$ cat config.mk
export PLATFORM = sky130hd
export DESIGN_NAME = pulse_ratio_frame_decoder
export DESIGN_NICKNAME = d
export VERILOG_FILES = /design/src/design/prfd_pkg.sv /design/src/design/prfd_cfg.sv /design/src/design/prfd_core.sv /design/src/design/prfd_outreg.sv /design/src/design/pulse_ratio_frame_decoder.sv
export SDC_FILE = /design/constraint.sdc
export NUM_CORES = 1
export LEC_CHECK = 0
export BUFFER_PORTS_ARGS = -buffer_cell sky130_fd_sc_hd__buf_2
export CAP_MARGIN = 20
export CORE_ASPECT_RATIO = 0.7
export CORE_UTILIZATION = 35
export DETAILED_ROUTE_END_ITERATION = 16
export GPL_TIMING_DRIVEN = 0
export PLACE_DENSITY_LB_ADDON = 0.3
export SYNTH_ARGS = -nofsm -noshare
export SYNTH_HDL_FRONTEND = slang
export SYNTH_SLANG_ARGS = --single-unit
$ cat constraint.sdc
create_clock -name clk -period 7.5 [get_ports clk]
set_input_delay 0.375 -clock clk [delete_from_list [all_inputs] [get_ports clk]]
set_output_delay 0.375 -clock clk [all_outputs]
set_load 0.01 [all_outputs]
$ cat src/design/prfd_pkg.sv
// Package: shared types and codes for the pulse ratio frame decoder.
package prfd_pkg;

	typedef enum logic [1:0] {
		STATUS_CONTINUE = 2'd0,
		STATUS_RESTART  = 2'd1,
		STATUS_DONE     = 2'd2
	} status_t;

	typedef enum logic {
		REG_FRAME_BYTES    = 1'b0,
		REG_PREAMBLE_RATIO = 1'b1
	} reg_idx_t;

	localparam logic [4:0] FRAME_BYTES_RST    = 5'd2;
	localparam logic [7:0] PREAMBLE_RATIO_RST = 8'd25;

	typedef struct packed {
		logic [4:0] frame_bytes;
		logic [7:0] preamble_ratio;
	} cfg_t;

	typedef struct packed {
		logic [3:0] byte_index;
		logic [7:0] byte_value;
		logic       byte_valid;
		logic       bit_value;
		logic       bit_valid;
		status_t    status;
	} result_t;

endpackage

$ cat src/design/prfd_cfg.sv
// Configuration registers behind the APB-style port.
module prfd_cfg (
	input  logic                clk,
	input  logic                arst_n,
	input  logic                psel,
	input  logic                penable,
	input  logic                pwrite,
	input  logic [2:0]          paddr,
	input  logic [31:0]         pwdata,
	output logic [31:0]         prdata,
	output logic                pready,
	output prfd_pkg::cfg_t      cfg
);

	logic [4:0]         frame_bytes_q;
	logic [7:0]         preamble_ratio_q;
	prfd_pkg::reg_idx_t idx;
	logic               wr_en;

	assign pready = 1'b1;
	assign idx    = prfd_pkg::reg_idx_t'(paddr[2]);
	assign wr_en  = psel & penable & pwrite & pready;

	always_ff @(posedge clk or negedge arst_n) begin
		if (!arst_n) begin
			frame_bytes_q    <= prfd_pkg::FRAME_BYTES_RST;
			preamble_ratio_q <= prfd_pkg::PREAMBLE_RATIO_RST;
		end else if (wr_en) begin
			unique case (idx)
				prfd_pkg::REG_FRAME_BYTES:    frame_bytes_q    <= pwdata[4:0];
				prfd_pkg::REG_PREAMBLE_RATIO: preamble_ratio_q <= pwdata[7:0];
				default: ;
			endcase
		end
	end

	always_comb begin
		unique case (idx)
			prfd_pkg::REG_FRAME_BYTES:    prdata = {27'd0, frame_bytes_q};
			prfd_pkg::REG_PREAMBLE_RATIO: prdata = {24'd0, preamble_ratio_q};
			default:                      prdata = 32'd0;
		endcase
	end

	assign cfg.frame_bytes    = frame_bytes_q;
	assign cfg.preamble_ratio = preamble_ratio_q;

endmodule

$ cat src/design/prfd_core.sv
// Input register, decoder state and the single-pass pulse decode.
module prfd_core #(
	parameter int MAX_FRAME_BYTES = 16,
	parameter int DURATION_BITS   = 16
) (
	input  logic                clk,
	input  logic                arst_n,
	input  logic                in_take,
	input  logic                in_level,
	input  logic [15:0]         in_duration,
	input  logic                adv,
	input  prfd_pkg::cfg_t      cfg,
	output logic                valid_s1,
	output prfd_pkg::result_t   res
);

	localparam int DW = (DURATION_BITS < 16) ? DURATION_BITS : 16;
	localparam int CW = $clog2(MAX_FRAME_BYTES * 8 + 1);
	localparam int W2 = DW + 2;
	localparam int W4 = DW + 4;
	localparam int PW = DW + 9;
	localparam logic [4:0] MAX_FB = 5'(MAX_FRAME_BYTES);

	logic          level_s1;
	logic [DW-1:0] dur_s1;

	logic          locked_q;
	logic [DW-1:0] last_q;
	logic [CW-1:0] bit_count_q;
	logic [7:0]    byte_shift_q;

	logic          locked_n;
	logic [DW-1:0] last_n;
	logic [CW-1:0] bit_count_n;
	logic [7:0]    byte_shift_n;

	logic [4:0]    frame_len;
	logic [CW-1:0] total;
	logic [PW-1:0] sync_lim;
	logic [W2-1:0] d2, d3, p2, p3;
	logic [W4-1:0] d10, p10;
	logic          is_zero, is_one;
	logic [CW-1:0] bc;
	logic [CW-1:0] bc_m1;
	logic [CW-1:0] idx_full;
	logic [7:0]    sh;
	logic          step;

	always_comb begin
		if (cfg.frame_bytes == 5'd0)
			frame_len = 5'd1;
		else if (cfg.frame_bytes > MAX_FB)
			frame_len = MAX_FB;
		else
			frame_len = cfg.frame_bytes;
	end

	assign total    = CW'({frame_len, 3'b000});
	assign sync_lim = PW'({1'b0, cfg.preamble_ratio} + 9'd1) * PW'(last_q);

	assign d2  = W2'({dur_s1, 1'b0});
	assign d3  = W2'(dur_s1) + d2;
	assign p2  = W2'({last_q, 1'b0});
	assign p3  = W2'(last_q) + p2;
	assign d10 = W4'({dur_s1, 3'b000}) + W4'({dur_s1, 1'b0});
	assign p10 = W4'({last_q, 3'b000}) + W4'({last_q, 1'b0});

	assign is_zero = (dur_s1 != '0) && (last_q != '0) && (d2 >= p3) && (W4'(dur_s1) <= p10);
	assign is_one  = (dur_s1 != '0) && (last_q != '0) && (p2 >= d3) && (W4'(last_q) <= d10);

	always_comb begin
		locked_n     = locked_q;
		last_n       = last_q;
		bit_count_n  = bit_count_q;
		byte_shift_n = byte_shift_q;
		res          = '0;
		res.status   = prfd_pkg::STATUS_CONTINUE;
		bc           = bit_count_q;
		bc_m1        = '0;
		idx_full     = '0;
		sh           = byte_shift_q;
		if (!locked_q) begin
			if (last_q == '0) begin
				if (level_s1)
					last_n = dur_s1;
			end else begin
				if (!level_s1 && (PW'(dur_s1) >= sync_lim))
					locked_n = 1'b1;
				last_n = dur_s1;
			end
		end else if (level_s1) begin
			last_n = dur_s1;
		end else if (!(is_zero || is_one)) begin
			locked_n     = 1'b0;
			last_n       = '0;
			bit_count_n  = '0;
			byte_shift_n = '0;
			res.status   = prfd_pkg::STATUS_RESTART;
		end else begin
			res.bit_valid = 1'b1;
			res.bit_value = ~is_zero;
			if (bc < total) begin
				sh = {sh[6:0], ~is_zero};
				bc = bc + 1'b1;
				if (bc[2:0] == 3'd0) begin
					bc_m1          = bc - 1'b1;
					idx_full       = bc_m1 >> 3;
					res.byte_valid = 1'b1;
					res.byte_value = sh;
					res.byte_index = 4'(idx_full);
					sh             = 8'd0;
				end
			end
			last_n = dur_s1;
			if (bc >= total) begin
				bc         = '0;
				sh         = 8'd0;
				res.status = prfd_pkg::STATUS_DONE;
			end
			bit_count_n  = bc;
			byte_shift_n = sh;
		end
	end

	assign step = adv & valid_s1;

	always_ff @(posedge clk or negedge arst_n) begin
		if (!arst_n) begin
			valid_s1 <= 1'b0;
		end else if (in_take) begin
			valid_s1 <= 1'b1;
		end else if (adv) begin
			valid_s1 <= 1'b0;
		end
	end

	always_ff @(posedge clk) begin
		if (in_take) begin
			level_s1 <= in_level;
			dur_s1   <= DW'(in_duration);
		end
	end

	always_ff @(posedge clk or negedge arst_n) begin
		if (!arst_n) begin
			locked_q     <= 1'b0;
			last_q       <= '0;
			bit_count_q  <= '0;
			byte_shift_q <= 8'd0;
		end else if (step) begin
			locked_q     <= locked_n;
			last_q       <= last_n;
			bit_count_q  <= bit_count_n;
			byte_shift_q <= byte_shift_n;
		end
	end

endmodule

$ cat src/design/prfd_outreg.sv
// Result register on the master side.
module prfd_outreg (
	input  logic                clk,
	input  logic                arst_n,
	input  logic                valid_s1,
	input  prfd_pkg::result_t   res,
	input  logic                m_tready,
	output logic                adv,
	output logic                m_tvalid,
	output logic [23:0]         m_tdata
);

	logic              valid_s2;
	prfd_pkg::result_t res_s2;

	assign adv = ~valid_s2 | m_tready;

	always_ff @(posedge clk or negedge arst_n) begin
		if (!arst_n) begin
			valid_s2 <= 1'b0;
		end else if (adv) begin
			valid_s2 <= valid_s1;
		end
	end

	always_ff @(posedge clk) begin
		if (adv && valid_s1)
			res_s2 <= res;
	end

	assign m_tvalid = valid_s2;
	assign m_tdata  = {7'd0, res_s2};

endmodule

$ cat src/design/pulse_ratio_frame_decoder.sv
// Top level: pulse ratio frame decoder with APB-style configuration port.
// Takes one pulse (level, duration) per beat and returns one result beat per pulse. A pulse
// can be accepted every cycle unless m_tready holds back a waiting result; an input register
// feeds the result register, with the preamble multiply-compare (9 x duration width) and the
// constant-multiple bit tests in the single logic stage between them. The slave side keeps
// accepting while a result waits, as long as the input register is free. frame_bytes
// (addr 0x0) sets bytes per frame, preamble_ratio (addr 0x4) sets the sync low multiple.
module pulse_ratio_frame_decoder #(
	parameter int MAX_FRAME_BYTES = 16,
	parameter int DURATION_BITS   = 16
) (
	input  logic        clk,
	input  logic        arst_n,
	input  logic        s_tvalid,
	output logic        s_tready,
	input  logic [15:0] s_tdata,   // [15:0] pulse_duration
	input  logic [0:0]  s_tuser,   // [0] pulse_level
	output logic        m_tvalid,
	input  logic        m_tready,
	output logic [23:0] m_tdata,   // [1:0] status, [2] bit_valid, [3] bit_value,
	                               // [4] byte_valid, [12:5] byte_value, [16:13] byte_index
	input  logic        psel,
	input  logic        penable,
	input  logic        pwrite,
	input  logic [2:0]  paddr,
	input  logic [31:0] pwdata,
	output logic [31:0] prdata,
	output logic        pready
);

	prfd_pkg::cfg_t    cfg;
	prfd_pkg::result_t res;
	logic              valid_s1;
	logic              adv;
	logic              in_take;

	assign s_tready = ~valid_s1 | adv;
	assign in_take  = s_tvalid & s_tready;

	prfd_cfg u_cfg (
		.clk     (clk),
		.arst_n  (arst_n),
		.psel    (psel),
		.penable (penable),
		.pwrite  (pwrite),
		.paddr   (paddr),
		.pwdata  (pwdata),
		.prdata  (prdata),
		.pready  (pready),
		.cfg     (cfg)
	);

	prfd_core #(
		.MAX_FRAME_BYTES (MAX_FRAME_BYTES),
		.DURATION_BITS   (DURATION_BITS)
	) u_core (
		.clk         (clk),
		.arst_n      (arst_n),
		.in_take     (in_take),
		.in_level    (s_tuser[0]),
		.in_duration (s_tdata),
		.adv         (adv),
		.cfg         (cfg),
		.valid_s1    (valid_s1),
		.res         (res)
	);

	prfd_outreg u_outreg (
		.clk      (clk),
		.arst_n   (arst_n),
		.valid_s1 (valid_s1),
		.res      (res),
		.m_tready (m_tready),
		.adv      (adv),
		.m_tvalid (m_tvalid),
		.m_tdata  (m_tdata)
	);

	// input side only stalls when both registers are full
	a_stall_only_when_full: assert property (@(posedge clk) disable iff (!arst_n)
		!s_tready |-> (m_tvalid && valid_s1))
		else $error("input stalled with a free register");

	a_byte_needs_bit: assert property (@(posedge clk) disable iff (!arst_n)
		m_tvalid && m_tdata[4] |-> m_tdata[2])
		else $error("byte beat without a decoded bit");

	a_restart_no_bit: assert property (@(posedge clk) disable iff (!arst_n)
		m_tvalid && (m_tdata[1:0] == prfd_pkg::STATUS_RESTART) |-> !m_tdata[2] && !m_tdata[4])
		else $error("restart beat carries a bit");

	a_unused_bits_zero: assert property (@(posedge clk) disable iff (!arst_n)
		m_tvalid |-> (m_tdata[23:17] == 7'd0) && (m_tdata[1:0] != 2'd3))
		else $error("bad result encoding");

endmodule

; ---- Word level (Yosys, flattened, before mapping)
; Index checks and enable logic that the tools add are counted.
[word_totals]
reg_bits = 81
elab_cells = 103
[classes]
add_sub_neg = 7
multipliers = 1
order_cmp = 8
eq_ne = 2
mux = 29
bitwise = 15
reduce_logical = 24
[op_table]
columns = cell, n
row1 = $mux W16, 5
row2 = $pmux W32 S2, 1
row3 = $mux W8, 6
row4 = $add A19 B17 Y20, 2
row5 = $le A16 B20 Y1, 2
row6 = $add A16 B17 Y18, 2
row7 = $ge A17 B18 Y1, 2
row8 = $reduce_bool A16 Y1, 2
row9 = $mux W7, 4
row10 = $ge A16 B25 Y1, 1
row11 = $mul A25 B16 Y25, 1
row12 = $logic_not A16 Y1, 1
row13 = $mux W1, 10
row14 = $mux W5, 2
row15 = $add A8 B1 Y9 const B, 1
row16 = $not A1 Y1, 9
row17 = $add A8 B1 Y8 const B, 1
row18 = $ge A8 B8 Y1, 1
row19 = $lt A8 B8 Y1, 1
row20 = $logic_and A1 B1 Y1, 7
row21 = $sub A7 B1 Y7 const B, 1
row22 = $reduce_and A2 Y1, 3
row23 = $gt A5 B5 Y1 const B, 1
row24 = $logic_not A5 Y1, 1
row25 = 15 further kinds, 19

; ---- Longest topological paths before layout
; Gate-level depths: netlist (run 1).
[depth]
depth_word = 11
mapped_depth = 30
mapped_depth_nobuf = 29

; ---- Hierarchy
; From an unflattened synthesis (run 1), not the netlist that was laid out.
[unflattened]
hier_cells = 1444
hier_area_um2 = 13097.6
[modules_own_cells]
columns = mod, instances, cells_per_inst, area_per_inst_um2, seq_area_each_um2
row1 = prfd_core, 1, 1349, 11647.4, 1336.3
row2 = prfd_cfg, 1, 64, 807.0, 330.3
row3 = prfd_outreg, 1, 29, 620.6, 535.5
row4 = pulse_ratio_frame_decoder, 1, 2, 22.5, 0.0

; ---- Worst setup path before layout (run 1)
; OpenSTA, ideal clock, no wires.
[synth_timing]
kind = reg-to-reg
from = register u_cfg.preamble_ratio_q[4]
to = register u_core.locked_q
t_arrival_ns = 6.480
required_ns = 7.418
setup_slack_ns = 0.937
stages_incl_launch_ff = 27
n_path_buf = 1
cell_sequence = dfstp_2 and3_1 nand3_1 nor2_1 xnor2_1 clkbuf_1 nor2_1 fa_1 fa_1 fa_1 fa_1 ha_1 or3_4 o2111ai_1 nand2_1 a21o_1 a21o_1 o21ai_0 ha_1 o21ai_0 nor4_1 o311ai_0 a31oi_1 o311a_1 o2111ai_4 a2111o_1 a22oi_2
[synth_between]
elab_chain_len = 7
[synth_lines]
columns = element, line_no
row1 = from (decl), prfd_cfg.sv:16  ; logic [7:0] preamble_ratio_q;
row2 = from (signal assigned), prfd_cfg.sv:27  ; preamble_ratio_q <= prfd_pkg::PREAMBLE_RATIO_RST;
row3 = from (signal assigned), prfd_cfg.sv:31  ; prfd_pkg::REG_PREAMBLE_RATIO: preamble_ratio_q <= pwdata[7:0];
row4 = $add A8 B1 Y9, prfd_core.sv:59  ; assign sync_lim = PW'({1'b0, cfg.preamble_ratio} + 9'd1) * PW'(last_q);
row5 = $mul A25 B16 Y25, prfd_core.sv:59
row6 = $ge A16 B25 Y1, prfd_core.sv:87  ; if (!level_s1 && (PW'(dur_s1) >= sync_lim))
row7 = $logic_and A1 B1 Y1, prfd_core.sv:87
row8 = $mux W1, prfd_core.sv:87
row9 = $mux W1, prfd_core.sv:83  ; if (last_q == '0) begin
row10 = $mux W1, prfd_core.sv:82  ; if (!locked_q) begin
row11 = to (signal assigned), prfd_core.sv:151  ; locked_q <= locked_n;
row12 = to (decl), prfd_core.sv:27  ; logic locked_q;
; No other way between the ends.
; A chain may end at the register's enable or synchronous reset.

; ---- Worst setup path after layout (run 1)
[layout_timing]
from = register u_cfg.preamble_ratio_q[0]
to = register u_core.locked_q
; The elaborated chain is that of the path after synthesis.

==> results of run 1 <==
## cell type report
cell class              count  area share, %
clock buffers               9          1.552
well taps                 480          4.138
clock inverters             7         0.5775
inverters                 166          4.293
flip-flops and latches     81          15.17
multi-input cells        1173          69.18
plain buffers              59          2.664
repair buffers             65          2.431
## how the worst max path moves through the flow
stage / cells after the start / slack [ps] / end / startpoint
global route: 24 / -10 / u_core.locked_q / u_cfg.preamble_ratio_q[0]
finish: 24 / 270 / u_core.locked_q / u_cfg.preamble_ratio_q[0]
floorplan: 26 / 940 / u_core.locked_q / u_cfg.preamble_ratio_q[4]
global placement: 25 / -390 / u_core.locked_q / u_cfg.preamble_ratio_q[4]
CTS: 28 / 30 / u_core.locked_q / u_cfg.preamble_ratio_q[0]
detailed placement: 25 / -390 / u_core.locked_q / u_cfg.preamble_ratio_q[4]
## timing repair
action                                  4_1_cts  5_1_grt
endpoints found under the hold margin         0        0
hold buffers                                  0        0
setup buffers                                 1        4
gates resized for setup                      20       42
endpoints found under the setup margin        1        1
pin swaps                                     2       13
## layer usage
metal,up-vias,share of wire (%),global-route usage [%]
met2,222,42,27.76
met1,5245,52,29.13
met5,-,0,0
met3,17,5.2,3.081
li1,5186,-,-
met4,0,0.61,2.542
## synthesized netlist by cell type, drive strengths merged (4+ instances only)
cell type	count	area (um^2)
a21o	29	217.7
dfstp	4	105.1
inv	166	623.1
buf	36	257.8
xnor2	38	332.8
o31ai	8	60.06
o2111ai	4	52.56
or3	9	61.31
and3	5	31.28
nand2b	39	244.0
nand2	120	450.4
a21oi	84	424.2
o21a	19	142.6
a41oi	4	35.03
o221ai	4	35.03
a2111oi	5	43.79
ha	211	2640
o21bai	8	60.06
fa	103	2062
nor2b	8	50.05
nor2	107	409.1
nor4	9	56.30
clkbuf	23	86.33
nor3	21	116.4
a31oi	10	75.07
nand3b	4	30.03
a22o	10	87.58
mux2	19	214.0
a211oi	17	127.6
dfrtp	43	1076
edfxtp	34	1021
xor2	41	359.1
nand3	15	75.07
and2	39	244.0
o22ai	19	125.1
or2	4	25.03
nand4	22	137.6
o21ai	66	337.8
## flip-flops by register name, indices dropped and copies added (netlist names)
register and flops:
u_core.bit_count_q 8, u_core.level_s1 1, u_outreg.m_tvalid 1, u_outreg.m_tdata 17
u_core.dur_s1 16, u_core.valid_s1 1, u_cfg.preamble_ratio_q 8, u_cfg.frame_bytes_q 5
u_core.locked_q 1, u_core.last_q 16, u_core.byte_shift_q 7
## cells by family after synthesis
family,Yosys count
AND/OR/NAND/NOR,412
XOR/XNOR,79
AO/OA/AOI/OAI,315
buffers and inverters,225
multiplexers,21
flip-flops,81
other,2
adder cells (fa/ha/maj),314
## stage by stage
step | util, % | worst slack [ps]
CTS | 39.57 | 30.20
detailed placement | 38.54 | -390.7
global placement | 38.54 | -386.6
global route | 40.16 | -14.76
floorplan | - | 937.5
finish | 40.16 | 268.4
## critical path: stages (launching register included)
cell       delay [ps]
dfstp_2           570
buf_2             230
nand3_1           200
xnor2_1           470
nand2_1           140
fa_1              520
fa_1              500
inv_1              50
fa_1              500
fa_1              490
ha_2              220
or3_4             340
o21bai_1          180
a31oi_2           260
o21bai_1           90
a21oi_1           160
xor2_1            350
ha_1              250
and4_1            190
o2111ai_1         140
o21ai_2           260
o311a_1           260
o2111ai_4         120
a2111o_1          460
a22oi_2           190
==> out/results.tsv, run 1 <==
metric	value	unit
reg2regPathDepth	24	
final_cell_area	0.01452	mm^2
design.core.area	0.03614	mm^2
synth.yosys.warnings	0	
synth-compound-area-share	16.21	%
worstSetupEndpointType	flop	
antenna_left	0	
yosys.area_share.simple	15.63	%
first_iter_violations	713	
via_count	10670	
grtUsageTotal	18.85	%
dpl_cell_area	0.01393	mm^2
port_buffers	59	
avgRoutedWirePerCell	17.26	um
start_util	35.75	%
finClkSkew	10.95	ps
multiInputGateArea	0.01004	mm^2
setup_viol	0	
regToRegSetupSlack	270	ps
grt_pass1_vias	10540	
die_area	0.03770	mm^2
routed_wl	35220	um
cap_viol_max_count	0	
ys_seq_elements	81	
crit_fanout	10	
synthMuxAreaShare	1.811	%
synth-edff-count	34	
drt-vias-per-instance	5.230	
area_growth	12.36	%
gp_congestion	0.8678	
dr.pass1.iters	5	
path_class	reg2reg	
maxSlewHeadroom	44.61	%
nFillCells	3612	
regArea	0.002202	mm^2
syn_avg_cell_area	8.916	um^2
nNetsFinal	1928	
fmax	138.3	MHz
seq_area_frac_synth	17.05	%
cts.root.buffer_cell	clkbuf_16	
synth_top_family_by_area	adder cells	
worst_pin_slew	828.6	ps
die_y	162.7	um
antenna_cells	0	
regToRegStartpoint	u_cfg.preamble_ratio_q[0]	
clock_path_buffers	2	
ys_dominant_reg_cell	dfrtp_1	
layout_common_cells	207 x ha_1, 165 x inv_1, 120 x nand2_1, 104 x nor2_1, 103 x fa_1	
grt_max_degree	48	
synth_cell_types	79	
drc_errors	0	
synthXorXnorAreaFrac	5.356	%
cts_buffers	9	
synth-async-reset-ratio	58.02	%
finalSetupTns	0	ps
finalNonFillerCells	2040	
fp.dieW	231.6	um
worstPathArrival	7500	ps
path_clk_slew	70	ps
layout_commonest_cell	ha_1	
startpoint_type	flop	
hold_ws	28.25	ps
htree_levels	3	
grt_pass1_wl	56000	um
critPathRequiredTime	7770	ps
antenna_found_initial	0	
slew_violations	0	
netlist_area	0.01292	mm^2
period_minus_slack	7232	ps
hold_viol_final	0	
clock_latency	350	ps
timing.final.crit_share	96.42	%
cts_tree	done	
drive_gt1_share	12.18	%
status	complete, no violations	
synth-adder-area-share	36.40	%
cts.sinks	81	
grt_remaining_overflow	0	
dpl.cell_count	2018	
rows	58	
hp-class	in2async	
dp_hpwl	28860	um
io-pin-count	118	
synthCells	1449	
worstReg2RegEnd	u_core.locked_q	
Power of run 1 is left out: the tool's default activity adds up to more than one toggle a clock period on the data nets, which glitch-free logic cannot reach.
==> run 2: changes to the inputs <==
- CAP_MARGIN: 20 -> 0
- clock period: 7.5 -> 8 ns (I/O delays scaled with it)
==> out/results.tsv, run 2 (synthesis results as in run 1) <==
metric	value	unit
status	complete, no violations	
crit_path_frequent_cell	fa_1	
dpl.cell_count	2018	
hp-class	in2reg	
cts_buffers	9	
fmax	130.2	MHz
drc_errors	0	
rows	58	
gp_congestion	0.8678	
drive_gt1_share	10.49	%
reg2regPathDepth	25	
post_cts_buffers	0	
grt_max_degree	48	
htree_levels	3	
worstReg2RegEnd	u_core.locked_q	
die_y	162.7	um
period_minus_slack	7679	ps
startpoint_type	flop	
maxSlewHeadroom	25.56	%
layout_common_cells	210 x ha_1, 165 x inv_1, 120 x nand2_1, 105 x nor2_1, 103 x fa_1	
path_class	reg2reg	
nFillCells	3639	
cap_viol_max_count	0	
area_growth	10.43	%
hold_ws	225.1	ps
die_area	0.03770	mm^2
slew_violations	0	
clock_path_buffers	2	
cp.depth	25	
worst_pin_slew	1117	ps
grt_pass1_wl	56010	um
regArea	0.002202	mm^2
grtUsageTotal	18.83	%
antenna_left	0	
dr.pass1.iters	5	
first_iter_violations	744	
crit_end	u_core.locked_q	
largest_reg_flops	17	
finalNonFillerCells	2034	
timing.final.crit_share	95.99	%
via_count	10640	
path_clk_slew	70	ps
finalSetupTns	0	ps
worstSetupEndpointType	flop	
grt_pass1_vias	10480	
worstPathArrival	7950	ps
hold_viol_final	0	
fp.dieW	231.6	um
cts.sinks	81	
cts.root.buffer_cell	clkbuf_16	
cts_tree	done	
setup_viol	0	
worstSetupStartpoint	u_cfg.preamble_ratio_q[1]	
nNetsFinal	1922	
layout_commonest_cell	ha_1	
antenna_cells	0	
crit_buf_inv	1	
multiInputGateArea	0.009883	mm^2
regToRegStartpoint	u_cfg.preamble_ratio_q[1]	
crit_fanout	10	
regToRegSetupSlack	320	ps
slowest_stage	xnor2_1	
antenna_found_initial	0	
dp_hpwl	28860	um
slowest_delay	550	ps
grt_remaining_overflow	0	
port_buffers	59	
rsz0062_at_grt	false	
design.core.area	0.03614	mm^2
finClkSkew	10.48	ps
path_delay_family	adder cells	
start_util	35.75	%
avgRoutedWirePerCell	17.09	um
drt-vias-per-instance	5.231	
clock_latency	350	ps
critPathRequiredTime	8270	ps
io-pin-count	118	
routed_wl	34760	um
-- run 2: metrics by stage --
stage | setup WS [ps] | instance area, um^2 | utilization (%)
final | 321.0 | 14270 | 39.48
after global routing | 8.296 | 14270 | 39.48
after CTS | 60.66 | 14240 | 39.39
after detailed placement | 109.3 | 13930 | 38.54
after global placement | 113.4 | 13930 | 38.54
after floorplan | 1437 | 13030 | -
-- run 2: worst min path at each step --
| stage | startpoint | end | slack [ps] | cells after the start |
|---|---|---|---|---|
| 6_report | s_tdata[10] | u_core.dur_s1[10] | 230 | 1 |
| 5_1_grt | s_tdata[10] | u_core.dur_s1[10] | 220 | 1 |
| 4_1_cts | s_tdata[10] | u_core.dur_s1[10] | 210 | 1 |
| 3_3_place_gp | u_core.valid_s1 | u_outreg.m_tvalid | 480 | 1 |
| 3_5_place_dp | u_core.valid_s1 | u_outreg.m_tvalid | 490 | 1 |
| 2_1_floorplan | arst_n | u_cfg.frame_bytes_q[0] | 100 | 0 |
-- run 2: what timing repair did --
action                     CTS  global route
setup endpoints to repair    0             1
resized for setup            0            21
hold buffers                 0             0
-- run 2: final cells by class --
type / instances / share of cell area (%)
buffer: 59 / 2.473
clock inverter: 7 / 0.5876
inverter: 166 / 4.368
multi-input combinational: 1173 / 69.28
timing repair buffer: 59 / 2.070
clock buffer: 9 / 1.579
tap: 480 / 4.210
sequential: 81 / 15.44
-- run 2: worst reg2reg max path, cell delays in order (launching register included) --
cell	delay, ps
dfrtp_1	450
and3_1	190
nand3_1	150
nor2_1	80
xnor2_1	550
buf_4	310
nor2_1	80
fa_1	490
fa_1	540
fa_1	520
fa_1	500
ha_1	240
or3_4	400
o21bai_1	180
a31oi_2	290
o21bai_1	90
a21oi_1	180
xor2_1	370
ha_1	230
and4_1	190
o2111ai_1	120
o21ai_1	330
o311a_1	290
o2111ai_4	120
a2111o_1	520
a22oi_2	170
-- run 2: layer usage --
| metal | share of wire (%) | global-route usage, % | wire length, um | up-vias |
|---|---|---|---|---|
| met5 | 0 | 0 | 0 | - |
| met4 | 0.64 | 2.333 | 221 | 0 |
| met1 | 52 | 29.37 | 17920 | 5160 |
| met2 | 42 | 27.69 | 14460 | 283 |
| li1 | - | - | - | 5178 |
| met3 | 6.2 | 2.836 | 2158 | 19 |
Power of run 2 is left out for the same reason.
